===== src/rtl/lhc_fifo.sv =====
`default_nettype none
module lhc_fifo #(
	parameter int unsigned WIDTH = 8,
	parameter int unsigned DEPTH = 2
) (
	input wire logic clk,
	input wire logic arst_n,
	input wire logic push,
	input wire logic [WIDTH-1:0] wdata,
	output logic full,
	input wire logic pop,
	output logic [WIDTH-1:0] rdata,
	output logic empty
);
	localparam int unsigned PW = (DEPTH > 1) ? $clog2(DEPTH) : 1;
	localparam int unsigned CW = $clog2(DEPTH + 1);

	logic [WIDTH-1:0] mem_q [DEPTH];
	logic [PW-1:0] wr_q, rd_q;
	logic [CW-1:0] cnt_q;
	logic do_push, do_pop;

	assign full = (cnt_q == CW'(DEPTH));
	assign empty = (cnt_q == '0);
	assign do_push = push && !full;
	assign do_pop = pop && !empty;
	assign rdata = mem_q[rd_q];

	always_ff @(posedge clk or negedge arst_n) begin
		if (!arst_n) begin
			wr_q <= '0;
			rd_q <= '0;
			cnt_q <= '0;
		end else begin
			if (do_push) begin
				wr_q <= (wr_q == PW'(DEPTH - 1)) ? '0 : wr_q + 1'b1;
			end
			if (do_pop) begin
				rd_q <= (rd_q == PW'(DEPTH - 1)) ? '0 : rd_q + 1'b1;
			end
			if (do_push && !do_pop) begin
				cnt_q <= cnt_q + 1'b1;
			end else if (do_pop && !do_push) begin
				cnt_q <= cnt_q - 1'b1;
			end
		end
	end

	always_ff @(posedge clk) begin
		if (do_push) begin
			mem_q[wr_q] <= wdata;
		end
	end
endmodule
`default_nettype wire


===== config.mk =====
export PLATFORM = sky130hd
export DESIGN_NAME = lhc_fifo
export DESIGN_NICKNAME = d
export VERILOG_FILES = /design/src/rtl/lhc_fifo.sv
export SDC_FILE = /design/constraint.sdc
export NUM_CORES = 1
export LEC_CHECK = 0
export BUFFER_PORTS_ARGS = -buffer_cell sky130_fd_sc_hd__clkbuf_2
export CAP_MARGIN = 20
export CORE_MARGIN = 5
export CORE_UTILIZATION = 52
export DETAILED_ROUTE_END_ITERATION = 7
export PLACE_DENSITY_LB_ADDON = 0.12
export SYNTH_ARGS = -nofsm -noshare
export SYNTH_HDL_FRONTEND = slang
export SYNTH_SLANG_ARGS = --single-unit

===== constraint.sdc =====
create_clock -name clk -period 4.08 [get_ports clk]
set_input_delay 0.816 -clock clk [delete_from_list [all_inputs] [get_ports clk]]
set_output_delay 0.816 -clock clk [all_outputs]
set_load 0.005 [all_outputs]

==> metrics.txt, run 1 <==
combinational group share of total power=0.310; routability cong.=0.6383; CP Launch Point=rd_q$_DFFE_PN0P_; antenna violations before repair=0; largest net degree at the start of global routing=12; Setup CP Type=register to primary output; clk sinks=20; total of max-cap violations=0; crit-path cells=mux2_2 > clkbuf_2; Max stage delay on crit path=0.59 ns; Worst path depth=2; worst-path cell with the longest stage delay=dfrtp_1; Final #Nets=82; Startpoint Class=register; Global Route Usage Sum=0.1184; CP required=3.26 ns; Post-Syn Instances=44; Worst-Margin Slew=0.6545 ns; gr ovfl total=0; hpwl dp=882.1 µm; sequential fraction of the synthesis area=0.7424; FFs w/ async S/R, synth=0.2000; critical path arrival=1.38 ns; EDFF count, synth=16; Unique masters post-synth=15; YS warnings=0; r2r setup slk=2.47 ns; switching fraction of total power=0.3055; WL/cell=13.99 µm; vias in the first global route=456; Clk Latency, worst-skew pair=0.29 ns; synthesized area=782.0 µm²; die height=48.78 µm; Placed Area=902.1 µm²; antenna cells=0; share of cells above drive strength 1=0.4118; Finish-stage setup viols=0; maximum vdd drop=388.2 µV; share of the synthesized area in the top cell type=0.6144; CORE AREA=1471 µm²; Worst-path clk slew=0.10 ns; total power divided by cell area=662.5 nW/µm²; CTS Hold Bufs=0; H-tree Lvls=1; first-pass GRT wire length=2125 µm; Synthesized Nets=57; Final Hold Slack=0.3170 ns; Largest delay share family, worst path=flip-flops; 1st-pass router iterations=4; Post-route DRC=0; total power=615.0 µW; io pins=22; CTS tree=yes; clock power share=0.152; synthesis-stage register bit count=20; Static Leak=0.0003926 µW; RSZ-0062 raised after global routing=false; post-detailed-routing wire length=1175 µm; R2R Path End=mem_q[0][3]$_DFFE_PP_; Post-synth top cells=16 x edfxtp_1, 6 x mux2_1, 4 x dfrtp_1; hold crit path type=input port to async pin; Critical Path End Type=primary output; syn_area_per_cell=17.77 µm²; Post-CTS Resized=0; DR vias/cell=5.036; R2R cell count=3; post-route design area=928.4 µm²; skew final=0.006969 ns; fin crit share=0.5371; status=finished, final reports clean; vias after detailed routing=423; crit path to=rdata[2]; Slew headroom=0.5620; switching power=187.9 µW; largest cells by area after synthesis=edfxtp_1 61%, dfrtp_1 13%, mux2_1 8.6%; Final TNS setup=0 ns; most common cell in the synthesized netlist=edfxtp_1; Synth area leader=edfxtp_1; Hold Fails Final Rpt=0; Most used DFF post-synth=edfxtp_1; Max Buffers Root-to-Sink=2; postcts setup bufs=0; Worst R2R Start=cnt_q[0]$_DFFE_PN0P_; CTS Buf Count=3; Die W=48.78 µm; die area=2379 µm²; Crit Path Max Fanout=9; Period minus WS final=2.191 ns; CTS root buf=clkbuf_4; port bufs=21; Initial Utilization=0.5315; P&R area growth vs syn=18.72%; Antenna Nets Post-Route=0; Max Slew Vio Count=0; # rows=14; Max Clock Freq=0.4563 GHz; Seq pwr share=0.538; 1st-iter DRT viols=5; internal power=427.2 µW; Buffers & Inverters on Critical Path=1
## power groups by stage
stage	clock, µW	combinational [µW]	sequential [µW]
finish	93.7	191	331
global route	109	219	340
CTS	96.1	195	332
detailed placement	0	194	336
global placement	0	190	333
floorplan	0	143	311
## registers in the layout, summed over array words and instances, names as in the netlist
signal and count:
mem_q 16, cnt_q 2, rd_q 1, wr_q 1
## metrics by stage
step / util / instances / setup slack, ns
after floorplan: - / 44 / 2.423
after global placement: 0.6131 / 80 / 2.203
after detailed placement: 0.6131 / 80 / 2.185
after CTS: 0.6310 / 84 / 1.863
after global routing: 0.6310 / 84 / 1.777
final: 0.6310 / 84 / 1.889
## cells by family after synthesis
group | synth area share
flip-flops | 0.7424
multiplexers | 0.1152
AO/OA/AOI/OAI | 0.006394
AND/OR/NAND/NOR | 0.03841
buffers and inverters | 0.01600
XOR/XNOR | 0.06561
adder cells (fa/ha/maj) | 0.01600
## worst min path at each step
stage                         startpoint                    to  slack [ns]  depth (start not counted)
finish                            arst_n  cnt_q[1]$_DFFE_PN0P_        0.32                          1
global route                      arst_n  cnt_q[0]$_DFFE_PN0P_        0.29                          1
CTS                               arst_n  cnt_q[1]$_DFFE_PN0P_        0.31                          1
detailed placement  cnt_q[1]$_DFFE_PN0P_  cnt_q[1]$_DFFE_PN0P_        0.51                          1
global placement    cnt_q[1]$_DFFE_PN0P_  cnt_q[1]$_DFFE_PN0P_        0.50                          1
floorplan           cnt_q[1]$_DFFE_PN0P_  cnt_q[1]$_DFFE_PN0P_        0.48                          1
## worst register-to-register path, stage by stage (launching register included)
cell and delay (ns):
dfrtp_1 0.44, nand2b_1 0.20, nand2_2 0.10, nor2_1 0.51
## cells in the final DEF, fill, tap and decap left out
master | synthesis | routed
inv_1 | 2 | 2
ha_1 | 1 | 1
nand2b_1 | 1 | 1
nand2_2 | 1 | 1
xnor2_2 | 1 | 1
clkbuf_1 | 0 | 1
and3_1 | 1 | 1
clkbuf_4 | 0 | 3
xnor2_1 | 2 | 2
nor2_1 | 3 | 3
mux2_1 | 6 | 6
dfrtp_1 | 4 | 4
edfxtp_1 | 16 | 16
clkbuf_2 | 0 | 21
mux2_2 | 2 | 2
xor2_1 | 2 | 2
o21ai_1 | 1 | 1
## routing by layer
metal  vias up  wire length (µm)  track usage
met3         0                63      0.04281
met4         0                 0      0.06726
met1       204               541       0.1437
li1        208                 -            -
met2        11               571       0.1804
met5         -                 0            0
## layout make-up
cell class | count | area [µm²]
Inverter | 2 | 7.507
Sequential cell | 20 | 580.6
Timing Repair Buffer | 21 | 105.1
Fill cell | 120 | 543.0
Multi-Input combinational cell | 21 | 188.9
Tap cell | 16 | 20.02
Clock buffer | 4 | 26.28
No activity file was read; power rests on OpenSTA's default activity.
==> run 2: changes to the inputs <==
--- a/config.mk
+++ b/config.mk
@@ -8,7 +8,7 @@
 export BUFFER_PORTS_ARGS = -buffer_cell sky130_fd_sc_hd__clkbuf_2
 export CAP_MARGIN = 20
 export CORE_MARGIN = 5
-export CORE_UTILIZATION = 52
+export CORE_UTILIZATION = 48
 export DETAILED_ROUTE_END_ITERATION = 7
 export PLACE_DENSITY_LB_ADDON = 0.12
 export SYNTH_ARGS = -nofsm -noshare
==> constraint.sdc (replaced) <==
create_clock -name clk -period 2.3 [get_ports clk]
set_input_delay 0.46 -clock clk [delete_from_list [all_inputs] [get_ports clk]]
set_output_delay 0.46 -clock clk [all_outputs]
set_load 0.005 [all_outputs]
==> run 2 against run 1 <==
Compared with the run above: via count is the same; final area grew 3.9%; clock skew grew 0.0050 ns; sequential cell count is the same; largest power group unchanged.
==> metrics.txt, run 2 (same netlist as run 1, synthesis figures left out) <==
R2R cell count=3 (unchanged); largest register by flop count=mem_q; die area=2536 µm² (+6.6%); most common cell after layout, fill and taps aside=clkbuf_2; biggest regs=mem_q: 16 flops, cnt_q: 2 flops; die height=50.36 µm (+3.2%); CTS tree=yes; 1st-iter DRT viols=7 (+2); WL/cell=13.09 µm (-6.4%); port bufs=21 (unchanged); R2R Path End=mem_q[0][4]$_DFFE_PP_; fin cells=85 (+1.2%); Max stage delay on crit path=0.59 ns (about the same); Placed Area=902.1 µm² (unchanged); flip-flop count of the largest register after layout=16 (unchanged); Worst-Margin Slew=0.6694 ns (+0.01484 ns); Finish-stage setup viols=0 (unchanged); RSZ-0062 raised after global routing=false; Crit Path Max Fanout=9 (unchanged); gr ovfl total=0 (unchanged); post-route design area=964.7 µm² (+3.9%); H-tree Lvls=1 (unchanged); Static Leak=0.0004098 µW (+4.4%); Clk Latency, worst-skew pair=0.30 ns (about the same); status=finished, final reports clean; total power divided by cell area=1243 nW/µm² (+88%); P&R area growth vs syn=23.36%; dpl cells=80 (unchanged); Startpoint Class=register; skew final=0.01199 ns (+0.005021 ns); Global Route Usage Sum=0.09456 (-0.02381); Worst-path clk slew=0.11 ns (about the same); antenna violations before repair=0 (unchanged); hold crit path type=input port to register; CORE AREA=1524 µm² (+3.6%); Max Buffers Root-to-Sink=2 (unchanged); Initial Utilization=0.5131 (-0.01833); total of max-cap violations=0 (unchanged); Filler cells=120 (unchanged); Hold Fails Final Rpt=0 (unchanged); DR vias/cell=4.976 (-1.2%); crit-path cells=mux2_2 > clkbuf_2; critical path arrival=1.39 ns (about the same); Final #Nets=83 (+1.2%); io pins=22 (unchanged); commonest cells after routing, fill and taps aside=21 x clkbuf_2, 16 x edfxtp_1, 6 x mux2_1, 4 x dfrtp_1; CTS root buf=clkbuf_4; vias in the first global route=418 (-8.3%); Hold Path End=mem_q[0][0]$_DFFE_PP_; Antenna Nets Post-Route=0 (unchanged); maximum vdd drop=702.4 µV (+81%); final core utilization=0.6330 (+0.002053); post-detailed-routing wire length=1113 µm (-5.3%); Critical Path End Type=primary output; Post-CTS Resized=0 (unchanged); clk sinks=20 (unchanged); Max Slew Vio Count=0 (unchanged); Worst R2R Start=cnt_q[0]$_DFFE_PN0P_; Final TNS setup=0 ns (unchanged); r2r setup slk=0.70 ns (-1.77 ns); Final Hold Slack=0.3393 ns (+0.02230 ns); Period minus WS final=1.847 ns; fin crit share=0.8031; 1st-pass router iterations=2 (-2); share of cells above drive strength 1=0.4203 (+0.008525); Buffers & Inverters on Critical Path=1 (unchanged); Max Clock Freq=0.5414 GHz; Slew headroom=0.5521 (-0.009930); vias after detailed routing=423 (unchanged); CTS Buf Count=3 (unchanged); routability cong.=0.6413 (+0.47%); worst min-delay path startpoint=wdata[0]; antenna cells=0 (unchanged); worst-path cell with the longest stage delay=dfrtp_1; Largest delay share family, worst path=flip-flops; # rows=14 (unchanged); Hold Path Depth=1; Die W=50.36 µm (+3.2%); Setup CP Type=register to primary output; CP required=1.84 ns (-1.42 ns); first-pass GRT wire length=1794 µm (-16%); largest net degree at the start of global routing=13 (+1); Post-route DRC=0 (unchanged)
run 2: area by class of cell:
type | count | area (µm²) | area share
repair buffers | 22 | 115.1 | 0.1193
inverters | 2 | 7.507 | 0.007782
multi-input cells | 21 | 188.9 | 0.1958
well taps | 16 | 20.02 | 0.02075
clock inverters | 1 | 30.03 | 0.03113
clock buffers | 3 | 22.52 | 0.02335
flip-flops and latches | 20 | 580.6 | 0.6018
run 2: metrics by stage:
stage | total power (µW) | setup slack, ns
detailed placement | 936.3 | 0.7042
finish | 1199 | 0.4528
CTS | 1216 | 0.4347
global route | 1272 | 0.3807
global placement | 928.7 | 0.6934
floorplan | 805.0 | 0.9079
run 2: worst max-delay path by stage:
stage	slack, ns	to	from	cells after the start
floorplan	0.91	mem_q[0][0]$_DFFE_PP_	cnt_q[0]$_DFFE_PN0P_	3
global placement	0.69	mem_q[0][5]$_DFFE_PP_	cnt_q[0]$_DFFE_PN0P_	3
detailed placement	0.70	mem_q[0][2]$_DFFE_PP_	cnt_q[0]$_DFFE_PN0P_	3
CTS	0.43	rdata[2]	rd_q$_DFFE_PN0P_	2
global route	0.38	rdata[6]	rd_q$_DFFE_PN0P_	2
finish	0.45	rdata[2]	rd_q$_DFFE_PN0P_	2
run 2: worst reg2reg max path, stage by stage, from the launching register on:
cell	delay [ns]
dfrtp_1	0.44
nand2b_1	0.18
nand2_2	0.10
nor2_1	0.52
run 2: power breakdown:
group | internal (µW) | switching, µW
Clock | 176 | 103
Combinational | 185 | 152
Sequential | 506 | 76.8
Total | 867 | 332
run 2: what timing repair did:
item                                   CTS  global route
setup buffers                            0             0
hold buffers                             1             0
endpoints found under the hold margin    4             0
run 2: per-layer routing:
layer  share of wire  track usage
met5               0            0
met4           0.015      0.03830
met3           0.076      0.03846
met2            0.46       0.1423
met1            0.44       0.1214
==> run 3: changes to the inputs <==
--- a/config.mk
+++ b/config.mk
@@ -5,10 +5,11 @@
 export SDC_FILE = /design/constraint.sdc
 export NUM_CORES = 1
 export LEC_CHECK = 0
+export ABC_AREA = 1
 export BUFFER_PORTS_ARGS = -buffer_cell sky130_fd_sc_hd__clkbuf_2
 export CAP_MARGIN = 20
 export CORE_MARGIN = 5
-export CORE_UTILIZATION = 48
+export CORE_UTILIZATION = 49
 export DETAILED_ROUTE_END_ITERATION = 7
 export PLACE_DENSITY_LB_ADDON = 0.12
 export SYNTH_ARGS = -nofsm -noshare
==> constraint.sdc (replaced) <==
create_clock -name clk -period 1.8 [get_ports clk]
set_input_delay 0.36 -clock clk [delete_from_list [all_inputs] [get_ports clk]]
set_output_delay 0.36 -clock clk [all_outputs]
set_load 0.005 [all_outputs]
==> run 3 against run 2 <==
Compared with the run above: wire length increased by 24%; critical path depth is 2 higher; via count is 25% higher; critical path type unchanged.
==> metrics.txt, run 3 <==
Post-synth top cells=33 x nand2_1, 16 x edfxtp_1, 7 x inv_1; Hold Fails Final Rpt=0 (unchanged); status=finished, final reports clean; routability cong.=0.7806 (+22%); crit-path cells=inv_2 > nand2_1 > nand2_1 > clkbuf_2; Final #Nets=113 (+36%); Worst-Margin Slew=0.3439 ns (-0.3255 ns); Setup CP Type=register to primary output; flip-flop count of the largest register after layout=16 (unchanged); P&R area growth vs syn=20.25%; Period minus WS final=1.603 ns; FFs w/ async S/R, synth=0.2000 (unchanged); fin crit share=0.8903; Static Leak=0.0004714 µW (+15%); total of max-cap violations=0 (unchanged); Filler cells=139 (+16%); synthesized area=809.5 µm² (+3.5%); worst-path cell with the longest stage delay=dfrtp_1; dpl ws=0.4198 ns (-0.2844 ns); antenna violations before repair=0 (unchanged); largest net degree at the start of global routing=12 (-1); combinational group share of total power=0.350 (+0.069); Clk Latency, worst-skew pair=0.29 ns (about the same); Post-Syn Instances=73 (+66%); Post-route DRC=0 (unchanged); Most used DFF post-synth=edfxtp_1; internal power=940.2 µW (+8.4%); die height=50.65 µm (+0.57%); Initial Utilization=0.5252 (+0.01203); largest family of logic cells by synthesized area=simple AND/OR/NAND/NOR gates; compound-gate portion of the synthesized area=0.01236 (+0.005965); CTS Buf Count=3 (unchanged); EDFF count, synth=16 (unchanged); Unique masters post-synth=14 (-1); largest register by flop count=mem_q; Synth area leader=edfxtp_1; CP most frequent cell=nand2_1; most common cell in the synthesized netlist=nand2_1; post-detailed-routing wire length=1384 µm (+24%); first-pass GRT wire length=2428 µm (+35%); Max Slew Vio Count=0 (unchanged); vias in the first global route=533 (+28%); Final TNS setup=0 ns (unchanged); die area=2565 µm² (+1.1%); share of the synthesized area in the top cell type=0.5935 (-0.02089); final core utilization=0.6315 (-0.001511); clk sinks=20 (unchanged); hold crit path type=input port to register; DR vias/cell=4.583 (-7.9%); switching power=509.4 µW (+53%); Startpoint Class=register; gr ovfl total=0 (unchanged); io pins=22 (unchanged); port bufs=21 (unchanged); CTS Hold Bufs=1 (unchanged); Synthesized Nets=86 (+51%); skew final=0.01236 ns (+0.0003727 ns); Slew headroom=0.7708 (+0.2187); 1st-iter DRT viols=6 (-1); Crit Path Max Fanout=10 (+1); RSZ-0062 raised after global routing=false; 1st-pass router iterations=3 (+1); most common cell after layout, fill and taps aside=nand2_1; YS warnings=0 (unchanged); adder-cell area share of the yosys netlist=0.01546 (-0.0005440); Global Route Usage Sum=0.1245 (+0.02998); sequential fraction of the synthesis area=0.7172 (-0.02524); postcts setup bufs=0 (unchanged); total power divided by cell area=1489 nW/µm² (+20%); CP required=1.44 ns (-0.40 ns); synthesis-stage register bit count=20 (unchanged); Worst-path clk slew=0.11 ns (about the same); maximum vdd drop=852.0 µV (+21%); biggest regs=mem_q: 16 flops, cnt_q: 2 flops; CORE AREA=1541 µm² (+1.1%); Max stage delay on crit path=0.56 ns (-0.03 ns); Die W=50.65 µm (+0.57%); largest cells by area after synthesis=edfxtp_1 59%, nand2_1 15%, dfrtp_1 12%; Setup WS post-layout=0.1975 ns (-0.2553 ns); hpwl dp=1053 µm; share of cells above drive strength 1=0.2828 (-0.1375); Synth Area in XOR/XNOR=0.01082 (-0.05478); clock power share=0.145 (-0.088); syn_area_per_cell=11.09 µm² (-38%); commonest cells after routing, fill and taps aside=33 x nand2_1, 21 x clkbuf_2, 16 x edfxtp_1, 7 x inv_1, 4 x dfrtp_1; switching fraction of total power=0.3514 (+0.07453); # rows=14 (unchanged); Synth Area in Simple Gates=0.2009 (+0.1625); CTS root buf=clkbuf_4; Finish-stage setup viols=0 (unchanged); Seq pwr share=0.505 (+0.019); CTS tree=yes; Max Clock Freq=0.6240 GHz; Max Buffers Root-to-Sink=2 (unchanged); dpl cells=110 (+38%); critical path arrival=1.24 ns (-0.15 ns); vias after detailed routing=527 (+25%); WL/cell=12.03 µm (-8.1%); Post-CTS Resized=0 (unchanged); Antenna Nets Post-Route=0 (unchanged); antenna cells=0 (unchanged); fin cells=115 (+35%); Critical Path End Type=primary output; H-tree Lvls=1 (unchanged); proportion of synthesized area in mux cells=0 (-0.1152)
## run 3: layout make-up
cell class	instances	area, µm²	share of cell area
sequential	20	580.6	0.5964
multi-input combinational	44	193.9	0.1992
timing repair buffer	23	122.6	0.1260
inverter	8	30.03	0.03085
clock buffer	4	26.28	0.02699
tap	16	20.02	0.02057
## run 3: worst max-delay path, delay by kind of cell (launching register included)
family,cells,cell delay [ns]
flip-flops,1,0.56
buffers and inverters,2,0.27
AND/OR/NAND/NOR,2,0.14
## run 3: final timing paths
path,startpoint,slack (ns),cells after the start,end
max reg2reg,cnt_q[0]$_DFFE_PN0P_,0.39,6,cnt_q[1]$_DFFE_PN0P_
max,rd_q$_DFFE_PN0P_,0.20,4,rdata[1]
min reg2reg,wr_q$_DFFE_PN0N_,0.51,2,wr_q$_DFFE_PN0N_
min in group asynchronous,arst_n,0.40,2,wr_q$_DFFE_PN0N_
max in group asynchronous,arst_n,1.26,2,cnt_q[0]$_DFFE_PN0P_
min,wdata[3],0.25,1,mem_q[0][3]$_DFFE_PP_
## run 3: cells by family (layout without fill, tap and decap cells)
kind of cell	count (synthesis)	in the layout
and+or+nand+nor	40	40
DFF	20	20
buffers and inverters	9	35
AOI/OAI and AO/OA	2	2
adders and majority gates	1	1
xor gates and xnor gates	1	1
## run 3: per-layer routing
layer  global-route usage  wire length (µm)
met5                    0                 0
met4              0.03830                12
met3              0.02663                66
met2               0.1901               614
met1               0.1771               689
## run 3: metrics by stage
| step | power [µW] | hold WS, ns | cell area, µm² |
|---|---|---|---|
| 6_report | 1450 | 0.2491 | 973.4 |
| 5_1_grt | 1587 | 0.2388 | 973.4 |
| 4_1_cts | 1465 | 0.2482 | 973.4 |
| 3_5_place_dp | 1255 | 0.1770 | 937.1 |
| 3_3_place_gp | 1237 | 0.1730 | 937.1 |
| 2_1_floorplan | 1044 | 0.06441 | 809.5 |
## run 3: power by group through the flow
stage / clock network, µW / registers, µW / logic [µW]
CTS: 216 / 731 / 519
finish: 210 / 732 / 507
detailed placement: 0 / 741 / 514
global placement: 0 / 736 / 501
global route: 239 / 752 / 595
floorplan: 0 / 697 / 346
